[config.mk]
export PLATFORM = sky130hd
export DESIGN_NAME = source_tokenizer_core_flat
export DESIGN_NICKNAME = d
export VERILOG_FILES = /design/src/hw/rtl/stk_pkg.sv /design/src/hw/rtl/stk_chan_if.sv /design/src/hw/rtl/stk_front.sv /design/src/hw/rtl/stk_queue.sv /design/src/hw/rtl/stk_back.sv /design/src/hw/rtl/source_tokenizer_core.sv /design/src/flat_wrapper.sv
export SDC_FILE = /design/constraint.sdc
export NUM_CORES = 1
export LEC_CHECK = 0
export BUFFER_PORTS_ARGS = -buffer_cell sky130_fd_sc_hd__buf_2
export CAP_MARGIN = 20
export CORE_MARGIN = 2
export CORE_UTILIZATION = 60
export DETAILED_ROUTE_END_ITERATION = 10
export MAX_ROUTING_LAYER = met4
export PLACE_DENSITY = 0.77
export RECOVER_POWER = 100
export SYNTH_ARGS = -nofsm -noshare
export SYNTH_HDL_FRONTEND = slang
export SYNTH_SLANG_ARGS = --single-unit
[constraint.sdc]
create_clock -name clk -period 13.3 [get_ports clk]
set_input_delay 0 -clock clk [delete_from_list [all_inputs] [get_ports clk]]
set_output_delay 0 -clock clk [all_outputs]
set_load 0.01 [all_outputs]
[src/hw/rtl/stk_pkg.sv]
`default_nettype none
package stk_pkg;

  localparam int MAX_NEST = 255;
  localparam int NEST_W = $clog2(MAX_NEST + 1);
  localparam int MAX_RES = 4;
  localparam int RES_IDX_W = $clog2(MAX_RES);
  localparam int RES_CNT_W = $clog2(MAX_RES + 1);
  localparam int QDEPTH = 4;
  localparam int QPTR_W = $clog2(QDEPTH);
  localparam int QCNT_W = $clog2(QDEPTH + 1);

  localparam logic [7:0] CH_QUOTE  = 8'h22;
  localparam logic [7:0] CH_LPAREN = 8'h28;
  localparam logic [7:0] CH_RPAREN = 8'h29;
  localparam logic [7:0] CH_LBRACK = 8'h5B;
  localparam logic [7:0] CH_RBRACK = 8'h5D;
  localparam logic [7:0] CH_SLASH  = 8'h2F;
  localparam logic [7:0] CH_BSLASH = 8'h5C;
  localparam logic [7:0] CH_NL     = 8'h0A;
  localparam logic [7:0] CH_SPACE  = 8'h20;
  localparam logic [7:0] CH_TAB    = 8'h09;
  localparam logic [7:0] CH_CR     = 8'h0D;
  localparam logic [7:0] CH_VT     = 8'h0B;
  localparam logic [7:0] CH_FF     = 8'h0C;

  typedef enum logic [2:0] {
    MODE_IDLE    = 3'd0,
    MODE_WORD    = 3'd1,
    MODE_COMMENT = 3'd2,
    MODE_QUOTE   = 3'd3,
    MODE_PAREN   = 3'd4
  } mode_t;

  typedef struct packed {
    logic [7:0] tok_byte;
    logic       tok_end;
  } res_t;

  typedef struct packed {
    logic [RES_CNT_W-1:0] cnt;
    res_t [MAX_RES-1:0]   res;
  } cmd_t;

  typedef struct packed {
    mode_t             mode;
    logic [NEST_W-1:0] nest_depth;
    logic              token_open;
    logic              slash_pending;
    logic              drop_next;
  } lex_t;

  typedef struct packed {
    lex_t st;
    cmd_t cmd;
  } work_t;

  typedef struct packed {
    logic valid;
    cmd_t cmd;
  } push_t;

  typedef struct packed {
    logic full;
    logic empty;
  } q_stat_t;

  localparam lex_t LEX_RESET = '{
    mode: MODE_IDLE,
    nest_depth: '0,
    token_open: 1'b0,
    slash_pending: 1'b0,
    drop_next: 1'b0
  };

  function automatic logic is_ws(logic [7:0] c);
    return (c == CH_SPACE) || (c == CH_NL) || (c == CH_TAB) ||
           (c == CH_CR) || (c == CH_VT) || (c == CH_FF);
  endfunction

  function automatic work_t put_byte(work_t w, logic [7:0] b);
    work_t r;
    r = w;
    if (r.cmd.cnt < RES_CNT_W'(MAX_RES)) begin
      r.cmd.res[r.cmd.cnt[RES_IDX_W-1:0]] = '{tok_byte: b, tok_end: 1'b0};
      r.cmd.cnt = r.cmd.cnt + RES_CNT_W'(1);
    end
    r.st.token_open = 1'b1;
    return r;
  endfunction

  function automatic work_t end_token(work_t w);
    work_t r;
    r = w;
    if (r.st.token_open && (r.cmd.cnt < RES_CNT_W'(MAX_RES))) begin
      r.cmd.res[r.cmd.cnt[RES_IDX_W-1:0]] = '{tok_byte: 8'h00, tok_end: 1'b1};
      r.cmd.cnt = r.cmd.cnt + RES_CNT_W'(1);
    end
    r.st.token_open = 1'b0;
    return r;
  endfunction

  function automatic work_t plain_byte(work_t w, logic [7:0] c);
    work_t r;
    r = w;
    if (is_ws(c)) begin
      r = end_token(r);
      r.st.mode = MODE_IDLE;
    end else if (c == CH_BSLASH) begin
      r.st.drop_next = 1'b1;
    end else if (c == CH_QUOTE) begin
      r = put_byte(r, c);
      r.st.mode = MODE_QUOTE;
    end else if (c == CH_LPAREN) begin
      r = put_byte(r, c);
      r.st.nest_depth = NEST_W'(1);
      r.st.mode = MODE_PAREN;
    end else if ((c == CH_RPAREN) || (c == CH_LBRACK) || (c == CH_RBRACK)) begin
      r = end_token(r);
      r = put_byte(r, c);
      r = end_token(r);
      r.st.mode = MODE_IDLE;
    end else if (c == CH_SLASH) begin
      r.st.slash_pending = 1'b1;
    end else begin
      r = put_byte(r, c);
      r.st.mode = MODE_WORD;
    end
    return r;
  endfunction

endpackage
`default_nettype wire

[src/hw/rtl/stk_chan_if.sv]
`default_nettype none
interface stk_in_if;
  logic       valid;
  logic       ready;
  logic [7:0] ch;
  logic       final_req;

  modport source (output valid, output ch, output final_req, input ready);
  modport sink (input valid, input ch, input final_req, output ready);
endinterface

interface stk_out_if;
  logic       valid;
  logic       ready;
  logic [7:0] tok_byte;
  logic       tok_end;
  logic       run_last;

  modport source (output valid, output tok_byte, output tok_end, output run_last,
                  input ready);
  modport sink (input valid, input tok_byte, input tok_end, input run_last,
                output ready);
endinterface
`default_nettype wire

[src/hw/rtl/stk_front.sv]
`default_nettype none
module stk_front
  import stk_pkg::*;
(
  input  wire logic clk,
  input  wire logic rst_n,
  stk_in_if.sink    in_chan,
  input  wire logic q_full,
  output push_t     push
);

  lex_t  lex_r;
  lex_t  lex_nxt;
  work_t w;
  logic  accept;

  assign in_chan.ready = !q_full;
  assign accept = in_chan.valid && !q_full;

  always_comb begin
    w.st = lex_r;
    w.cmd = '0;
    if (lex_r.drop_next) begin
      w.st.drop_next = 1'b0;
    end else if (lex_r.slash_pending) begin
      w.st.slash_pending = 1'b0;
      if (in_chan.ch == CH_SLASH) begin
        w = end_token(w);
        w.st.mode = MODE_COMMENT;
      end else begin
        w = put_byte(w, CH_SLASH);
        w.st.mode = MODE_WORD;
        w = plain_byte(w, in_chan.ch);
      end
    end else begin
      case (lex_r.mode)
        MODE_COMMENT: begin
          if (in_chan.ch == CH_NL) begin
            w.st.mode = MODE_IDLE;
          end
        end
        MODE_QUOTE: begin
          if (in_chan.ch == CH_BSLASH) begin
            w.st.drop_next = 1'b1;
          end else if (in_chan.ch == CH_QUOTE) begin
            w = put_byte(w, in_chan.ch);
            w = end_token(w);
            w.st.mode = MODE_IDLE;
          end else begin
            w = put_byte(w, in_chan.ch);
          end
        end
        MODE_PAREN: begin
          w = put_byte(w, in_chan.ch);
          if (in_chan.ch == CH_LPAREN) begin
            if (lex_r.nest_depth < NEST_W'(MAX_NEST)) begin
              w.st.nest_depth = lex_r.nest_depth + NEST_W'(1);
            end
          end else if (in_chan.ch == CH_RPAREN) begin
            if (lex_r.nest_depth != '0) begin
              w.st.nest_depth = lex_r.nest_depth - NEST_W'(1);
            end
            if (w.st.nest_depth == '0) begin
              w = end_token(w);
              w.st.mode = MODE_IDLE;
            end
          end
        end
        default: begin
          w = plain_byte(w, in_chan.ch);
        end
      endcase
    end
    if (in_chan.final_req) begin
      if (w.st.slash_pending) begin
        w.st.slash_pending = 1'b0;
        w = put_byte(w, CH_SLASH);
      end
      w = end_token(w);
      w.st = LEX_RESET;
    end
  end

  assign lex_nxt = accept ? w.st : lex_r;
  assign push.valid = accept && (w.cmd.cnt != '0);
  assign push.cmd = w.cmd;

  always_ff @(posedge clk) begin
    if (!rst_n) begin
      lex_r <= LEX_RESET;
    end else begin
      lex_r <= lex_nxt;
    end
  end

endmodule
`default_nettype wire

[src/hw/rtl/stk_queue.sv]
`default_nettype none
module stk_queue
  import stk_pkg::*;
(
  input  wire logic  clk,
  input  wire logic  rst_n,
  input  wire push_t push,
  input  wire logic  pop,
  output cmd_t       head,
  output q_stat_t    stat
);

  cmd_t              mem_r [QDEPTH];
  logic [QPTR_W-1:0] wr_ptr_r;
  logic [QPTR_W-1:0] wr_ptr_nxt;
  logic [QPTR_W-1:0] rd_ptr_r;
  logic [QPTR_W-1:0] rd_ptr_nxt;
  logic [QCNT_W-1:0] count_r;
  logic [QCNT_W-1:0] count_nxt;
  logic              do_push;
  logic              do_pop;

  assign stat.full = (count_r == QCNT_W'(QDEPTH));
  assign stat.empty = (count_r == '0);
  assign do_push = push.valid && !stat.full;
  assign do_pop = pop && !stat.empty;
  assign head = mem_r[rd_ptr_r];

  always_comb begin
    wr_ptr_nxt = wr_ptr_r;
    rd_ptr_nxt = rd_ptr_r;
    count_nxt = count_r;
    if (do_push) begin
      wr_ptr_nxt = wr_ptr_r + QPTR_W'(1);
    end
    if (do_pop) begin
      rd_ptr_nxt = rd_ptr_r + QPTR_W'(1);
    end
    if (do_push && !do_pop) begin
      count_nxt = count_r + QCNT_W'(1);
    end else if (!do_push && do_pop) begin
      count_nxt = count_r - QCNT_W'(1);
    end
  end

  always_ff @(posedge clk) begin
    if (do_push) begin
      mem_r[wr_ptr_r] <= push.cmd;
    end
  end

  always_ff @(posedge clk) begin
    if (!rst_n) begin
      wr_ptr_r <= '0;
      rd_ptr_r <= '0;
      count_r <= '0;
    end else begin
      wr_ptr_r <= wr_ptr_nxt;
      rd_ptr_r <= rd_ptr_nxt;
      count_r <= count_nxt;
    end
  end

endmodule
`default_nettype wire

[src/hw/rtl/stk_back.sv]
`default_nettype none
module stk_back
  import stk_pkg::*;
(
  input  wire logic    clk,
  input  wire logic    rst_n,
  input  wire cmd_t    head,
  input  wire q_stat_t stat,
  output logic         pop,
  stk_out_if.source    out_chan
);

  logic [RES_IDX_W-1:0] idx_r;
  logic [RES_IDX_W-1:0] idx_nxt;
  logic                 out_valid_r;
  logic                 out_valid_nxt;
  logic [7:0]           tok_byte_r;
  logic                 tok_end_r;
  logic                 run_last_r;
  logic                 slot_free;
  logic                 load;
  logic                 is_last;
  res_t                 cur;

  assign slot_free = !out_valid_r || out_chan.ready;
  assign load = slot_free && !stat.empty;
  assign cur = head.res[idx_r];
  assign is_last = ({1'b0, idx_r} == RES_CNT_W'(head.cnt - RES_CNT_W'(1)));
  assign pop = load && is_last;

  always_comb begin
    idx_nxt = idx_r;
    out_valid_nxt = out_valid_r;
    if (load) begin
      idx_nxt = is_last ? '0 : idx_r + RES_IDX_W'(1);
      out_valid_nxt = 1'b1;
    end else if (out_chan.ready) begin
      out_valid_nxt = 1'b0;
    end
  end

  always_ff @(posedge clk) begin
    if (load) begin
      tok_byte_r <= cur.tok_byte;
      tok_end_r <= cur.tok_end;
      run_last_r <= is_last;
    end
  end

  always_ff @(posedge clk) begin
    if (!rst_n) begin
      idx_r <= '0;
      out_valid_r <= 1'b0;
    end else begin
      idx_r <= idx_nxt;
      out_valid_r <= out_valid_nxt;
    end
  end

  assign out_chan.valid = out_valid_r;
  assign out_chan.tok_byte = tok_byte_r;
  assign out_chan.tok_end = tok_end_r;
  assign out_chan.run_last = run_last_r;

endmodule
`default_nettype wire

[src/hw/rtl/source_tokenizer_core.sv]
// Channel    Port      Direction  Payload
// input      in_chan   sink       ch[7:0], final_req
// result     out_chan  source     tok_byte[7:0], tok_end, run_last
//
// The front end takes one byte per cycle while the four-entry queue has room.
// Each byte yields zero to four results, and the back end sends one per cycle while
// out_chan.ready is high, so the queue lets new bytes in while older results still wait.
// Results pass through a queue entry and then the output register before they appear.
// Reset is synchronous on rst_n and clears the lexer state, the queue and the output.
// A stalled output fills the queue, and then in_chan.ready drops.
`default_nettype none
module source_tokenizer_core
  import stk_pkg::*;
(
  input  wire logic clk,
  input  wire logic rst_n,
  stk_in_if.sink    in_chan,
  stk_out_if.source out_chan
);

  push_t   push;
  cmd_t    head;
  q_stat_t stat;
  logic    pop;

  stk_front u_front (
    .clk     (clk),
    .rst_n   (rst_n),
    .in_chan (in_chan),
    .q_full  (stat.full),
    .push    (push)
  );

  stk_queue u_queue (
    .clk   (clk),
    .rst_n (rst_n),
    .push  (push),
    .pop   (pop),
    .head  (head),
    .stat  (stat)
  );

  stk_back u_back (
    .clk      (clk),
    .rst_n    (rst_n),
    .head     (head),
    .stat     (stat),
    .pop      (pop),
    .out_chan (out_chan)
  );

  a_no_pop_empty: assert property (@(posedge clk) disable iff (!rst_n)
    pop |-> !stat.empty)
    else $error("Queue popped while empty.");

  a_no_push_full: assert property (@(posedge clk) disable iff (!rst_n)
    push.valid |-> !stat.full)
    else $error("Queue pushed while full.");

  a_push_count: assert property (@(posedge clk) disable iff (!rst_n)
    push.valid |-> (push.cmd.cnt != '0) && (push.cmd.cnt <= RES_CNT_W'(MAX_RES)))
    else $error("Pushed a command with an invalid result count.");

  a_pop_sets_last: assert property (@(posedge clk) disable iff (!rst_n)
    pop |=> out_chan.valid && out_chan.run_last)
    else $error("Last result of a command is not marked.");

endmodule
`default_nettype wire

[src/flat_wrapper.sv]
// flat-port wrapper written by rule: the top's interface ports become plain ports
module source_tokenizer_core_flat import stk_pkg::*;
  (clk, rst_n, in_chan_valid, in_chan_ch, in_chan_final_req, in_chan_ready, out_chan_valid, out_chan_tok_byte, out_chan_tok_end, out_chan_run_last, out_chan_ready);
  stk_in_if in_chan_i ();
  stk_out_if out_chan_i ();
  input  wire logic clk;
  input  wire logic rst_n;
  input wire logic [$bits(in_chan_i.valid)-1:0] in_chan_valid;
  input wire logic [$bits(in_chan_i.ch)-1:0] in_chan_ch;
  input wire logic [$bits(in_chan_i.final_req)-1:0] in_chan_final_req;
  output wire logic [$bits(in_chan_i.ready)-1:0] in_chan_ready;
  output wire logic [$bits(out_chan_i.valid)-1:0] out_chan_valid;
  output wire logic [$bits(out_chan_i.tok_byte)-1:0] out_chan_tok_byte;
  output wire logic [$bits(out_chan_i.tok_end)-1:0] out_chan_tok_end;
  output wire logic [$bits(out_chan_i.run_last)-1:0] out_chan_run_last;
  input wire logic [$bits(out_chan_i.ready)-1:0] out_chan_ready;
  assign in_chan_i.valid = in_chan_valid;
  assign in_chan_i.ch = in_chan_ch;
  assign in_chan_i.final_req = in_chan_final_req;
  assign in_chan_ready = in_chan_i.ready;
  assign out_chan_valid = out_chan_i.valid;
  assign out_chan_tok_byte = out_chan_i.tok_byte;
  assign out_chan_tok_end = out_chan_i.tok_end;
  assign out_chan_run_last = out_chan_i.run_last;
  assign out_chan_i.ready = out_chan_ready;
  source_tokenizer_core u_core (.clk(clk), .rst_n(rst_n), .in_chan(in_chan_i), .out_chan(out_chan_i));
endmodule
### Word level (Yosys, flattened, before mapping)

Memory sizes are Yosys's and may differ from the RTL's. A register that Yosys moved wholly into a read port is not among the register bits.
Index checks and enable logic that the tools add are counted.

| word-level totals | value |
|---|---|
| register bits | 34 |
| bits in latches | 0 |
| bits in writable memories | 156 |
| memory bits (read-only) | 0 |
| input bits | 13 |
| output and inout bits | 12 |
| memories kept | 1 |

| cells by class | value |
|---|---|
| $add $sub $neg | 17 |
| multipliers | 0 |
| div/mod/pow operators | 0 |
| $lt $le $gt $ge | 29 |
| equal/unequal tests | 18 |
| shift operators | 0 |
| mux-type cells | 159 |
| bitwise logic cells | 21 |
| reduce and logical (&&, ||, !) cells | 38 |

Memories:

| memory | depth | bits a word | read ports | clocked after Yosys merged registers in | write ports | line | text |
|---|---|---|---|---|---|---|---|
| u_core.u_queue.mem_r | 4 | 39 | 1 | 1 | 1 | stk_queue.sv:13 | `cmd_t mem_r [QDEPTH];` |

Operators by type and width:

| operator | count |
|---|---|
| 39-bit 2-to-1 mux | 38 |
| 53-bit 2-to-1 mux | 22 |
| 9-bit 2-to-1 mux | 29 |
| 32-bit inverter | 6 |
| 9-bit demux with 2-bit select | 9 |
| 50-bit case mux with 3 select lines | 1 |
| 42-bit 2-to-1 mux | 3 |
| 36-bit bitwise mux | 3 |
| 32-bit AND | 3 |
| 8-bit by 32-bit AND with 32-bit output | 3 |
| 3-bit 2-to-1 mux | 23 |
| 8-bit 2-to-1 mux | 8 |
| 13-bit 2-to-1 mux | 4 |
| 51-bit 2-to-1 mux | 1 |
| 8-bit by 4-bit equality test with 1-bit output (second input constant) | 5 |
| 8-bit by 6-bit equality test with 1-bit output (second input constant) | 5 |
| 37-bit 2-to-1 mux | 1 |
| 3-bit by 1-bit adder with 3-bit output (second input constant) | 10 |
| 2-bit by 3-bit < comparator with 1-bit output (second input constant) | 10 |
| 3-bit < comparator (second input constant) | 9 |
| 8-bit by 7-bit equality test with 1-bit output (second input constant) | 3 |
| 20-bit bitwise OR | 1 |
| 9-bit binary-select mux with 2-bit select | 1 |
| 2-bit by 1-bit >= comparator with 1-bit output (second input constant) | 9 |
| 25 further kinds | 75 |

### Logic depth before layout (Yosys ltp)

| logic depth | value |
|---|---|
| word-level depth | 72 |
| gate-level depth with buffers | 23 |
| gate-level depth less buffers | 22 |

### Cells and area by module

A second synthesis with hierarchy kept.

| second synthesis, totals | value |
|---|---|
| cell total of the unflattened synthesis | 710 |
| area total of the unflattened synthesis | 9613.0 um^2 |

Modules (own cells, without submodules):

| module | times used | cells an instance | area each (um^2) | sequential area each (um^2) |
|---|---|---|---|---|
| stk_queue | 1 | 251 | 6100.9 | 4864.7 |
| stk_front | 1 | 415 | 2761.4 | 280.3 |
| stk_back | 1 | 44 | 750.7 | 360.3 |

### Worst setup path after synthesis

Ideal clock, no wire load.

| path | value |
|---|---|
| path type | flip-flop to flip-flop |
| from | reg u_core.u_front.lex_r[3] (netlist bit) |
| to | reg u_core.u_queue.count_r[2] |
| arrival | 4.745 ns |
| required time | 13.224 ns |
| path slack | 8.479 ns |
| stages on the path, launching flop included | 24 |
| buffers on the path | 1 |
| period minus slack after synthesis | 4.821 ns |
| cells stage by stage | dfxtp_1 -> inv_1 -> ha_1 -> nor4b_4 -> nand4_1 -> a211o_1 -> o21ai_1 -> o2111ai_1 -> nand2b_1 -> ha_1 -> o21ai_0 -> ha_1 -> nor2_1 -> nor2_1 -> a21oi_1 -> o22ai_1 -> o311a_1 -> buf_2 -> ha_1 -> inv_1 -> fa_1 -> xor2_1 -> or3_1 -> a21boi_0 |

RTL lines:

| what | line | text |
|---|---|---|
| start: declaration | stk_front.sv:12 | `lex_t lex_r;` |
| start signal: assignment | stk_front.sv:92 | `lex_r <= lex_nxt;` |
| end signal: assignment | stk_queue.sv:60 | `count_r <= count_nxt;` |
| end: declaration | stk_queue.sv:18 | `logic [QCNT_W-1:0] count_r;` |

==> tab_implementation.tex <==
\begin{tabular}{lr}
\hline
Metric & Value \\
\hline
\multicolumn{2}{l}{\textbf{Clock network}} \\
Clk root buf & clkbuf\_16 \\
Clock tree from TritonCTS & done \\
CTS H-tree depth & 4 \\
Total clock buffers created by CTS & 17 \\
CTS Buffer Depth & 2 \\
Quantity of gates resized following cts & 0 \\
Number of buffers inserted by post-CTS setup repair & 0 \\
Clock-pin slew of the registers on the worst-case setup and hold paths & 0.06 ns \\
Num Clock Sinks & 164 \\
Skew-Pair Late Insertion Delay & 0.43 ns \\
\multicolumn{2}{l}{\textbf{Die}} \\
Area of the die & 0.0146 mm\^{}2 \\
Core Region & 0.0133 mm\^{}2 \\
Number of placement rows & 42 \\
Die width & 121 um \\
Ports & 25 \\
Starting utilization of the core area & 61.7\% \\
Die height & 121 um \\
\multicolumn{2}{l}{\textbf{GRT}} \\
Largest net degree at the start of global routing & 33 \\
Total congestion overflow after global routing & 0 \\
Initial antenna violation count & 0 \\
First-pass GRT wire length & 30100 um \\
Overall global routing resource usage & 28.3\% \\
Via count of the first global-routing pass & 5476 \\
\multicolumn{2}{l}{\textbf{Status}} \\
Violations in the final reports & max-capacitance violations, max-slew violations \\
Outcome & complete, but fails checks \\
\multicolumn{2}{l}{\textbf{Worst setup path}} \\
Setup crit start & u\_core.u\_front.lex\_r[1] \\
Reg-to-Reg Start & u\_core.u\_front.lex\_r[1] \\
Critical path data arrival time & 6.95 ns \\
Reg-to-reg slack, setup & 6.35 ns \\
Biggest fanout along the worst timing path & 32 \\
Crit start category & flip-flop \\
Type of the worst setup path & reg2reg \\
Required time worst endpoint & 13.30 ns \\
Crit end category & flip-flop \\
\multicolumn{2}{l}{\textbf{Drt}} \\
Post-DR vias/cell & 6.62 \\
Initial DRC Count & 677 \\
Post-route antenna net violation count & 0 \\
Drt wl/cell & 22.6 um \\
Post-Route WL & 18900 um \\
First-pass iteration count of the detailed router & 6 \\
DRC violations left & 0 \\
Vias after detailed routing & 5538 \\
\multicolumn{2}{l}{\textbf{Synth}} \\
Number of flops mapped to enable cells by yosys & 138 \\
Area of the mapped netlist & 0.00821 mm\^{}2 \\
Most used flip-flop cell after synthesis & edfxtp\_1 \\
Yosys synthesis warning count & 0 \\
Post-Synthesis Mean Instance Area & 13.0 um\^{}2 \\
Register area share after synthesis & 56.8\% \\
Flip-flop and latch count after synthesis & 164 \\
Number of distinct library cell variants in the gate-level netlist after synthesis & 76 \\
Synth async-reset ratio & 0\% \\
Synth Instances & 632 \\
\multicolumn{2}{l}{\textbf{Place}} \\
Cell Area, Placed & 0.00845 mm\^{}2 \\
Detailed placement HPWL & 12000 um \\
Final weighted congestion of routability-driven global placement & 0.979 \\
Port-buffer cells & 24 \\
\multicolumn{2}{l}{\textbf{Layout}} \\
Area growth from synthesis to layout & 9.91\% \\
Most frequent standard cell in the layout excluding fill and tap cells & edfxtp\_1 \\
Core utilization of the finished layout & 67.8\% \\
Cell area after layout & 0.00902 mm\^{}2 \\
Area taken by multi-input logic gates & 0.00327 mm\^{}2 \\
Proportion of layout cells with a drive suffix above 1 & 13.5\% \\
Layout filler cell count & 920 \\
Area of all sequential standard cells & 0.00467 mm\^{}2 \\
Highest-count cells in the layout ignoring fill and taps & edfxtp\_1, nand2\_1, nor2\_1, mux4\_2, a21oi\_1 \\
Layout Nets & 676 \\
Total inserted antenna cells & 0 \\
\multicolumn{2}{l}{\textbf{STA}} \\
Slew headroom & -80.7\% \\
Clock tree skew after final layout & 0.00831 ns \\
Achievable clock frequency & 144 MHz \\
Total Negative Setup Slacks & 0 ns \\
Final cycle utilization of the critical path & 52.2\% \\
Final hold violations & 0 \\
Transition time of the tightest slew-check pin & 2.71 ns \\
Number of endpoints failing setup at the final stage & 0 \\
Crit path time final & 6.95 ns \\
RSZ-0062 raised after global routing & no \\
Count of pins over their slew limit & 177 \\
\multicolumn{2}{l}{\textbf{Hold path}} \\
Worst hold path type & in2reg \\
Min-delay src & rst\_n \\
\multicolumn{2}{l}{\textbf{Power}} \\
Worst supply voltage drop on vdd & 0.0907 mV \\
Power density of the placed cells & 161 mW/mm\^{}2 \\
Leakage & 0.00309 uW \\
\multicolumn{2}{l}{\textbf{Job}} \\
Number of violations of the max-capacitance limit & 6 \\
\hline
\end{tabular}
flip-flops by register name (all words and copies together) (netlist names), named ones only:
signal                           flops
u_core.u_back.out_chan.run_last      1
u_core.u_queue.wr_ptr_r              2
u_core.u_back.out_chan.tok_end       1
u_core.u_queue.mem_r               128
u_core.u_back.out_chan.valid         1
u_core.u_back.idx_r                  2
u_core.u_queue.count_r               3
u_core.u_back.out_chan.tok_byte      8
u_core.u_front.lex_r                14
u_core.u_queue.rd_ptr_r              2
logic make-up after synthesis:
kind of cell | share of synthesized area (%)
AO/OA/AOI/OAI | 12.1
other | 0.0457
XOR/XNOR | 1.39
flip-flops | 56.8
multiplexers | 11.6
buffers and inverters | 3.06
adder cells (fa/ha/maj) | 2.53
AND/OR/NAND/NOR | 12.4
layout make-up:
cell class / count / area share [%]
Clock buffer: 17 / 4.72
Multi-Input combinational cell: 408 / 36.2
Sequential cell: 164 / 51.7
Timing Repair Buffer: 33 / 1.65
Inverter: 23 / 0.957
Clock inverter: 15 / 2.26
Tap cell: 176 / 2.44
per-stage QoR:
stage	total power (uW)	setup slack [ns]	instances	hold slack, ns
floorplan	864	8.48	635	0.144
global route	1510	5.80	836	0.0457
CTS	1460	7.72	836	0.0115
global placement	930	8.09	803	0.275
finish	1450	6.35	836	0.0178
detailed placement	944	7.75	803	0.301
path summary, 6_finish.rpt:
path / depth (start not counted) / endpoint
setup reg to reg: 11 / u_core.u_queue.mem_r[2][15]
hold / removal: 2 / u_core.u_front.lex_r[7]
setup / recovery: 11 / u_core.u_queue.mem_r[2][15]
hold reg to reg: 2 / u_core.u_back.out_chan.valid
worst max-delay path, stage by stage (launching register included):
cell      delay, ns
dfxtp_1        0.31
clkbuf_1       0.87
inv_1          0.51
a211o_1        0.47
a211oi_1       1.46
a21o_1         0.18
a211oi_1       0.10
o211a_1        0.24
a31oi_1        0.34
o311a_1        0.37
and2_0         0.18
clkbuf_1       1.45
what timing repair did:
| item | in CTS | in global routing |
|---|---|---|
| hold endpoints to repair | 1 | 0 |
| endpoints found under the setup margin | 0 | 0 |
| hold buffers | 1 | 0 |
layer usage:
layer / GRT usage [%] / part of all wire (%) / wire length (um) / vias up
li1: - / - / - / 2482
met1: 35.8 / 40 / 7470 / 2789
met2: 46.0 / 51 / 9710 / 229
met3: 5.26 / 6.7 / 1260 / 38
met4: 10.9 / 2.5 / 471 / 0
met5: - / 0 / 0 / -
report_power, final:
part	internal, uW	switching (uW)	total [uW]
logic	126	144	269
registers	631	34.6	666
clock network	316	201	517
total	1070	379	1450
cells in the mapped netlist (all sizes together), types with 4 or more instances:
cell type,number,area [um^2]
a31oi,7,43.8
xor2,6,52.6
nor3b,5,37.5
and2,16,100
a21oi,33,165
xnor2,7,61.3
clkbuf,24,90.1
and3,7,43.8
nor2,38,143
mux4,38,856
nor3,18,101
mux2i,10,100
a211oi,6,50.1
edfxtp,138,4140
inv,23,86.3
a21o,5,37.5
nand2,41,154
ha,15,188
dfxtp,26,521
nor2b,12,75.1
or3,5,31.3
o21ai,22,110
nand3,15,75.1
o22ai,9,56.3
a21boi,8,60.1
buf,16,75.1
o21a,8,60.1
or4,4,30.0
nand2b,8,50.1
No activity file was read; power rests on OpenSTA's default activity.
